**config.mk**
```make
export PLATFORM = sky130hd
export DESIGN_NAME = ngi_lane
export DESIGN_NICKNAME = d
export VERILOG_FILES = /design/src/hw/rtl/ngi_pkg.sv /design/src/hw/rtl/ngi_div.sv /design/src/hw/rtl/ngi_lane.sv
export SDC_FILE = /design/constraint.sdc
export NUM_CORES = 1
export LEC_CHECK = 0
export ABC_AREA = 0
export BUFFER_PORTS_ARGS = -buffer_cell sky130_fd_sc_hd__buf_2
export CAP_MARGIN = 0
export CORE_ASPECT_RATIO = 1.4
export CORE_UTILIZATION = 30
export CTS_CLUSTER_DIAMETER = 80
export DETAILED_ROUTE_END_ITERATION = 10
export GPL_TIMING_DRIVEN = 0
export SYNTH_ARGS = -nofsm -noshare
export SYNTH_HDL_FRONTEND = slang
export SYNTH_SLANG_ARGS = --single-unit
```
**constraint.sdc**
```tcl
create_clock -name clk_i -period 5.9 [get_ports clk_i]
set_input_delay 1.77 -clock clk_i [delete_from_list [all_inputs] [get_ports clk_i]]
set_output_delay 1.77 -clock clk_i [all_outputs]
set_load 0.02 [all_outputs]
```
**src/hw/rtl/ngi_pkg.sv**
```systemverilog
`timescale 1ns / 1ps
// ----------------------------------------------------------------------------
// ngi_pkg: shared types and constants of the nonuniform grid interpolator
// Modes, status codes, configuration indexes, controller states.
// ----------------------------------------------------------------------------
package ngi_pkg;

  localparam int unsigned MaxPointsDef = 16;
  localparam int unsigned GridDepthDef = 4096;
  localparam int unsigned NumAxes      = 3;

  typedef enum logic [1:0] {
    MODE_WR_BP   = 2'd0,
    MODE_WR_GRID = 2'd1,
    MODE_EVAL    = 2'd2,
    MODE_NONE    = 2'd3
  } mode_e;

  typedef enum logic [1:0] {
    ST_OK   = 2'd0,
    ST_WRNG = 2'd1,
    ST_ZERO = 2'd2,
    ST_SAT  = 2'd3
  } status_e;

  typedef enum logic [1:0] {
    CFG_AXIS  = 2'd0,
    CFG_SIZE0 = 2'd1,
    CFG_SIZE1 = 2'd2,
    CFG_SIZE2 = 2'd3
  } cfg_e;

  typedef enum logic [3:0] {
    S_IDLE,
    S_SEARCH,
    S_DIVSTART,
    S_DIV,
    S_ADDR,
    S_FETCH,
    S_FETCHW,
    S_BLEND,
    S_BLENDW,
    S_OUT
  } state_e;

  // handshake between controller and a lane divider
  typedef struct packed {
    logic start;
    logic busy;
  } div_ctl_t;

endpackage

```
**src/hw/rtl/ngi_div.sv**
```systemverilog
`timescale 1ns / 1ps
// ----------------------------------------------------------------------------
// ngi_div: per-axis weight unit
// Restoring radix-2 divider forming a rounded, clamped Q.16 weight.
// ----------------------------------------------------------------------------
module ngi_div (
  input  logic               clk_i,
  input  logic               rst_ni,
  input  logic               start_i,
  input  logic signed [32:0] num_i,   // c - x0
  input  logic signed [32:0] den_i,   // x1 - x0, nonzero
  output logic               busy_o,
  output logic signed [31:0] weight_o,
  output logic               sat_o
);
  import ngi_pkg::*;

  localparam int unsigned NW = 50;  // |num| << 16 plus rounding half

  logic [NW-1:0] rem_q, rem_d, quo_q, quo_d;
  logic [32:0]   den_q, den_d;
  logic          neg_q, neg_d;
  logic [5:0]    cnt_q, cnt_d;
  logic          busy_q, busy_d;
  logic [32:0]   mag_n, mag_w;
  logic [NW:0]   trial;
  logic [NW-1:0] shifted;

  assign mag_n = num_i[32] ? 33'(-num_i) : 33'(num_i);
  assign mag_w = den_i[32] ? 33'(-den_i) : 33'(den_i);

  // one quotient bit per cycle
  always_comb begin
    rem_d  = rem_q;
    quo_d  = quo_q;
    den_d  = den_q;
    neg_d  = neg_q;
    cnt_d  = cnt_q;
    busy_d = busy_q;
    shifted = {rem_q[NW-2:0], quo_q[NW-1]};
    trial  = {1'b0, shifted} - {{(NW-32){1'b0}}, den_q};
    if (start_i) begin
      rem_d  = '0;
      quo_d  = {1'b0, mag_n, 16'd0} + NW'(mag_w >> 1);
      den_d  = mag_w;
      neg_d  = num_i[32] ^ den_i[32];
      cnt_d  = 6'(NW);
      busy_d = 1'b1;
    end else if (busy_q) begin
      if (!trial[NW]) rem_d = trial[NW-1:0];
      else            rem_d = shifted;
      quo_d = {quo_q[NW-2:0], ~trial[NW]};
      cnt_d = cnt_q - 6'd1;
      if (cnt_q == 6'd1) busy_d = 1'b0;
    end
  end

  always_ff @(posedge clk_i or negedge rst_ni) begin
    if (!rst_ni) begin
      busy_q <= 1'b0;
      cnt_q  <= '0;
    end else begin
      busy_q <= busy_d;
      cnt_q  <= cnt_d;
    end
  end

  always_ff @(posedge clk_i) begin
    rem_q <= rem_d;
    quo_q <= quo_d;
    den_q <= den_d;
    neg_q <= neg_d;
  end

  // clamp to 2^30 and apply sign
  logic [30:0] qc;
  always_comb begin
    sat_o = quo_q > NW'(32'h4000_0000);
    qc    = sat_o ? 31'h4000_0000 : quo_q[30:0];
    weight_o = neg_q ? -$signed({1'b0, qc}) : $signed({1'b0, qc});
  end
  assign busy_o = busy_q;

endmodule

```
**src/hw/rtl/ngi_lane.sv**
```systemverilog
`timescale 1ns / 1ps
// ----------------------------------------------------------------------------
// ngi_lane: one axis lane
// Holds the breakpoints of one axis, finds the segment by a linear scan and
// forms the weight through its own divider.
// ----------------------------------------------------------------------------
module ngi_lane #(
  parameter int unsigned MaxPoints = ngi_pkg::MaxPointsDef,
  localparam int unsigned PW = $clog2(MaxPoints)
) (
  input  logic               clk_i,
  input  logic               rst_ni,
  input  logic               wr_i,
  input  logic [PW-1:0]      wr_pos_i,
  input  logic [31:0]        wr_data_i,
  input  logic               scan_start_i,  // loads coordinate, resets scan
  input  logic signed [31:0] coord_i,
  input  logic [PW:0]        size_i,        // clamped 2..MaxPoints
  input  ngi_pkg::div_ctl_t  div_i,
  output logic               found_o,
  output logic [PW-1:0]      seg_o,
  output logic               zero_o,
  output ngi_pkg::div_ctl_t  div_o,
  output logic signed [31:0] weight_o,
  output logic               sat_o
);
  import ngi_pkg::*;

  logic [31:0] bp_mem [MaxPoints];
  logic [PW-1:0] rd_addr;
  logic signed [31:0] rd_q;
  logic signed [31:0] first_q, x0_q, coord_q;
  logic [PW:0]   idx_q, idx_d;
  logic [2:0]    ph_q, ph_d;  // scan phase
  logic          found_q, found_d;
  logic [PW-1:0] seg_q, seg_d;
  logic          zero_q;

  // breakpoint store, registered read
  always_ff @(posedge clk_i) begin
    if (wr_i) bp_mem[wr_pos_i] <= wr_data_i;
    rd_q <= bp_mem[rd_addr];
  end

  // phases: 0 read first, 1 judge first and read last, 2 judge last,
  // 3 scan, 4 read x0, 5 read x1, 6 done
  always_comb begin
    idx_d   = idx_q;
    ph_d    = ph_q;
    found_d = found_q;
    seg_d   = seg_q;
    rd_addr = idx_q[PW-1:0];
    unique case (ph_q)
      3'd0: begin rd_addr = '0; ph_d = 3'd1; end
      3'd1: begin
        // rd_q holds the first breakpoint
        rd_addr = PW'(size_i - 1'b1);
        if (coord_q <= rd_q) begin seg_d = '0; ph_d = 3'd4; end
        else ph_d = 3'd2;
      end
      3'd2: begin
        // rd_q holds the last breakpoint
        if (coord_q >= rd_q) begin seg_d = PW'(size_i - 2'd2); ph_d = 3'd4; end
        else begin idx_d = (PW+1)'(1); rd_addr = PW'(1); ph_d = 3'd3; end
      end
      3'd3: begin
        // rd_q holds bp[idx_q]; its address was issued in the cycle before
        rd_addr = PW'(idx_q + 1'b1);
        if (coord_q < rd_q) begin seg_d = PW'(idx_q - 1'b1); ph_d = 3'd4; end
        else if (idx_q + 1'b1 >= size_i) begin seg_d = '0; ph_d = 3'd4; end
        else idx_d = idx_q + 1'b1;
      end
      3'd4: begin rd_addr = seg_q; ph_d = 3'd5; end
      3'd5: begin rd_addr = PW'(seg_q + 1'b1); ph_d = 3'd6; end
      3'd6: begin rd_addr = PW'(seg_q + 1'b1); found_d = 1'b1; end
      default: ;
    endcase
    if (scan_start_i) begin
      ph_d = 3'd0;
      found_d = 1'b0;
    end
  end

  always_ff @(posedge clk_i or negedge rst_ni) begin
    if (!rst_ni) begin
      ph_q    <= 3'd6;
      found_q <= 1'b0;
      idx_q   <= '0;
    end else begin
      ph_q    <= ph_d;
      found_q <= found_d;
      idx_q   <= idx_d;
    end
  end

  always_ff @(posedge clk_i) begin
    seg_q <= seg_d;
    if (scan_start_i) coord_q <= coord_i;
    if (ph_q == 3'd5) x0_q <= rd_q;
    if (ph_q == 3'd6 && !found_q) zero_q <= (rd_q == x0_q);
    if (ph_q == 3'd6 && !found_q) first_q <= rd_q;  // x1
  end

  ngi_div u_div (
    .clk_i    (clk_i),
    .rst_ni   (rst_ni),
    .start_i  (div_i.start),
    .num_i    (33'(coord_q) - 33'(x0_q)),
    .den_i    (33'(first_q) - 33'(x0_q)),
    .busy_o   (div_o.busy),
    .weight_o (weight_o),
    .sat_o    (sat_o)
  );
  assign div_o.start = div_i.start;

  assign found_o = found_q;
  assign seg_o   = seg_q;
  assign zero_o  = zero_q;

endmodule

```
==> out/qor_table.md <==
| Step | Result | This run |
|:---|:---|:---|
| clock network | Clock slew at reported path FFs | 0.06 ns |
| sta | Number of setup violations in the final report | 35 |
| sta | Final worst slack | -0.996 ns |
| synthesis | Synth Area in Simple Gates | 11.4% |
| synthesis | Portion of the post-synthesis area used by sequential elements | 55.4% |
| floorplanning | Initial standard-cell utilization of the core | 30.2% |
| power | Share of power burned in combinational logic | 49.2% |
| synthesis | Synthesized area per cell | 11.7 µm² |
| job | Number of maximum-capacitance violations | 0 |
| clock network | Number of sinks driven by the clock tree | 794 |
| synthesis | Post-synthesis instance area | 0.0414 mm² |
| power | Leakage power figure | 18.3 nW |
| clock network | CTS tree | done |
| sta | Worst-case headroom to the max-slew limit | 27.7% |
| route | Wire length after detailed routing | 122,000 µm |
| synthesis | Dominant synthesized flop cell | edfxtp_1 |
| clock network | Clock root buffer | clkbuf_16 |
| clock network | TritonCTS buffer count | 82 |
| synthesis | Most repeated cell in the gate-level netlist after synthesis | edfxtp_1 |
| power | Portion of total power attributed to sequential cells | 29.8% |
| synthesis | Parity-gate share of the synthesized area counting xor and xnor cells | 4.69% |
| sta | Setup_tns | -21.59 ns |
| power | Worst VDD drop | 0.559 mV |
| floorplanning | Rows | 161 |
| global route | Tot GR Track Use | 17.1% |
| floorplanning | Width of the die | 316 µm |
| floorplanning | Total Die Area | 0.140 mm² |
| global route | Largest net degree at the start of global routing | 43 |
| sta | Tcrit/Tclk final | 117% |
| power | Switching part of the total power | 40.9% |
| global route | Global-route wire length before repair | 180,000 µm |
| critical path | Crit-path max cell delay | 0.57 ns |
| power | Power Dens Cells | 507 mW/mm² |
| floorplanning | Core Region | 0.137 mm² |
| cells and area | Post-layout utilization of the core | 36.5% |
| synthesis | Number of standard cells after synthesis | 3,545 |
| synthesis | Share of synthesized area spent on multiplexers | 7.48% |
| power | Internal Power | 15.0 mW |
| critical path | Top fanout value on the critical path | 5 |
| clock network | Max Buffers Root-to-Sink | 3 |
| clock network | Latest clock arrival within the worst-skew pair | 0.70 ns |
| route | Residual DRC | 0 |
| synthesis | Dominant combinational cell family by area after synthesis | compound AO/OA/AOI/OAI gates |
| route | Number of detailed-route iterations in the first pass | 7 |
| cells and area | Filler Cell Count | 13,122 |
| synthesis | Leading post-synthesis cells by instance count | 697 x edfxtp_1, 320 x nand2_1, 217 x nor2_1 |
| placed design | Detailed placement HPWL | 89,500 µm |
| cells and area | Area Growth Syn to Fin | 21.0% |
| global route | Remaining global-route overflow | 0 |
| synthesis | Post-synthesis cell type count | 98 |
| sta | Number of max-slew violations in the final report | 0 |
| power | Clock group share of total power | 21.0% |
| critical path | Required time of the critical path | 4.13 ns |
| global route | Antenna violations before repair | 8 |
| critical path | Signal arrival time at the worst endpoint | 5.13 ns |
| cells and area | Final nets | 4,140 |
| floorplanning | I/O Pins | 120 |
| synthesis | Compound-gate portion of the synthesized area | 12.9% |
| critical path | Critical Path Start Type | register |
| route | Post-DR wirelength/cell | 21.3 µm |
| synthesis | Cell types with the largest area share after synthesis | edfxtp_1 51%, ha_1 5.0%, mux2_2 4.2%, dfxtp_1 3.9%, mux2i_1 3.3% |
| power | Net Sw Power | 10.4 mW |
| sta | Max Fclk | 145 MHz |
| global route | Via count of the first global-routing pass | 29,637 |
| route | Vias/cell | 5.17 |
| sta | Crit path time final | 6.90 ns |
| sta | Unrepaired setup endpoints after global routing | yes |
| critical path | Crit-path cells | or4_4, nor4b_4, nand3_2, nand4bb_1, or4_4, or3_4, or2_1, or3_4, a21oi_4, buf_6, nand2_4, ha_4, nor2b_4, nor2_4, a41oi_2, o31a_1, buf_6 |
| route | Detailed Route Iter0 Violations | 2,087 |
| synthesis | Dominant cell type by area after synthesis | edfxtp_1 |
| critical path | Kind of critical path | register to output port |
| synthesis | Share of the synthesized area in the top cell type | 50.5% |
| placed design | Worst setup slack after placement | -1.59 ns |
| floorplanning | Chip height | 442 µm |
| synthesis | Synthesis warning total | 0 |
| critical path | Slowest-stage cell, CP | or4_4 |
| synthesis | Total nets after synthesis | 3,792 |
| route | ANT nets after route | 0 |
| route | Total via count in the routed design | 29,758 |
| placed design | Port bufs | 118 |
| sta | Hold Violations, Final | 0 |
| synthesis | Number of flops mapped to enable cells by yosys | 697 |
| cells and area | Layout cell share with drive strength beyond 1 | 21.6% |
| synthesis | Flip-flop and latch count after synthesis | 794 |
| placed design | Final weighted congestion of routability-driven global placement | 0.882 |
| critical path | Kind of end point of the critical path | output port |
| sta | Clk_skew | 0.0325 ns |
| cells and area | Footprint of the multi-input gates | 0.0186 mm² |
| synthesis | Post-synthesis async set-or-reset flop share | 2.02% |
| hold path | Hold crit path type | register to register |
| status | Failing checks | negative setup slack |
| cells and area | Area of all sequential standard cells | 0.0230 mm² |
| synthesis | Post-Synth Adder-Cell Area | 5.17% |
| status | Run status | finished with violations |
| clock network | H-tree levels | 3 |
| sta | Transition at the pin with the smallest max-transition slack | 1.09 ns |
per-stage QoR:
| step | hold slack, ns | total power [mW] | area [µm²] | std cells |
|---|---|---|---|---|
| floorplan | 0.446 | 15.5 | 41600 | 3545 |
| global placement | 0.464 | 19.1 | 44400 | 5456 |
| detailed placement | 0.474 | 19.2 | 45000 | 5489 |
| CTS | 0.485 | 25.1 | 49200 | 5713 |
| global route | 0.519 | 26.7 | 50100 | 5755 |
| finish | 0.486 | 25.4 | 50100 | 5755 |
cells by family after synthesis:
kind of cell / count (synthesis)
buf+inv: 321
xor+xnor: 220
simple gates: 965
flops: 794
fa+ha+maj: 169
mux: 290
compound gates: 786
metal layers:
metal / vias up / wire length (µm) / GRT usage (%) / share of wire (%)
met5: - / 40 / 0 / 0.033
met4: 6 / 5860 / 8.68 / 4.8
met3: 277 / 4960 / 1.96 / 4.0
met2: 856 / 64100 / 31.1 / 52
met1: 14558 / 47500 / 19.4 / 39
li1: 14061 / - / - / -
area by class of cell:
class	count	share of cell area [%]
clock buffers	95	4.21
well taps	1793	4.47
diodes	1	0.00499
flip-flops and latches	794	45.8
clock inverters	57	1.31
repair buffers	284	4.43
plain buffers	135	1.36
inverters	165	1.24
multi-input cells	2431	37.2
repair_timing:
action	in CTS	in global routing
setup buffers	86	48
gates cloned	1	0
pin swaps	68	76
hold buffers	0	0
gates resized for setup	201	150
endpoints found under the setup margin	90	64
final timing paths:
check                             endpoint  slack (ns)  depth (start not counted)      startpoint
min                         u_div.rem_q[8]        0.49                          2  u_div.rem_q[8]
max reg2reg                u_div.quo_q[40]       -0.05                         31         x0_q[0]
max in group asynchronous          ph_q[1]        4.56                          1          rst_ni
max                           weight_o[10]        -1.0                         17  u_div.quo_q[3]
min in group asynchronous         idx_q[0]        1.02                          1          rst_ni
min reg2reg                 u_div.rem_q[8]        0.49                          2  u_div.rem_q[8]
placed cells by master, fill, tap and decap left out, drive strengths merged, types with 21 or more instances in the layout:
| master | netlist | routed |
|---|---|---|
| edfxtp | 697 | 697 |
| nand2 | 320 | 320 |
| buf | 32 | 305 |
| nor2 | 217 | 218 |
| clkbuf | 124 | 202 |
| inv | 165 | 173 |
| ha | 164 | 164 |
| mux2 | 155 | 155 |
| a21oi | 152 | 152 |
| o21ai | 150 | 150 |
| o211ai | 147 | 147 |
| mux2i | 135 | 135 |
| xnor2 | 112 | 112 |
| xor2 | 107 | 107 |
| dfxtp | 81 | 81 |
| nor3 | 81 | 81 |
| a21o | 65 | 65 |
| nand4 | 61 | 61 |
| a211oi | 58 | 58 |
| nand3 | 44 | 44 |
| clkinv | 0 | 37 |
| nor2b | 35 | 35 |
| nor4 | 34 | 34 |
| nand2b | 33 | 33 |
| or3 | 33 | 33 |
| o31ai | 27 | 27 |
| a31oi | 24 | 24 |
| o21a | 23 | 23 |
| and3 | 22 | 22 |
| and2 | 21 | 21 |
power by group through the flow:
stage | clock network [mW] | registers (mW) | logic [mW]
2_1_floorplan | 0 | 7.44 | 8.04
3_3_place_gp | 0 | 7.69 | 11.4
3_5_place_dp | 0 | 7.70 | 11.5
4_1_cts | 5.44 | 7.58 | 12.1
5_1_grt | 5.61 | 7.66 | 13.4
6_report | 5.33 | 7.58 | 12.5
state kept, by name, summed over array words and instances (netlist names), 5 cells and up:
signal / flops
bp_mem: 512
u_div.quo_q: 50
u_div.rem_q: 49
u_div.den_q: 33
coord_q: 32
first_q: 32
rd_q: 32
x0_q: 32
u_div.cnt_q: 6
idx_q: 5
worst max-delay path, delay by kind of cell (launching register included):
kind	cells	cell delay, ns
AOI/OAI and AO/OA	3	0.58
and+or+nand+nor	11	2.97
adders and majority gates	1	0.20
DFF	1	0.40
buffers and inverters	2	0.27
No activity file was read; power rests on OpenSTA's default activity.
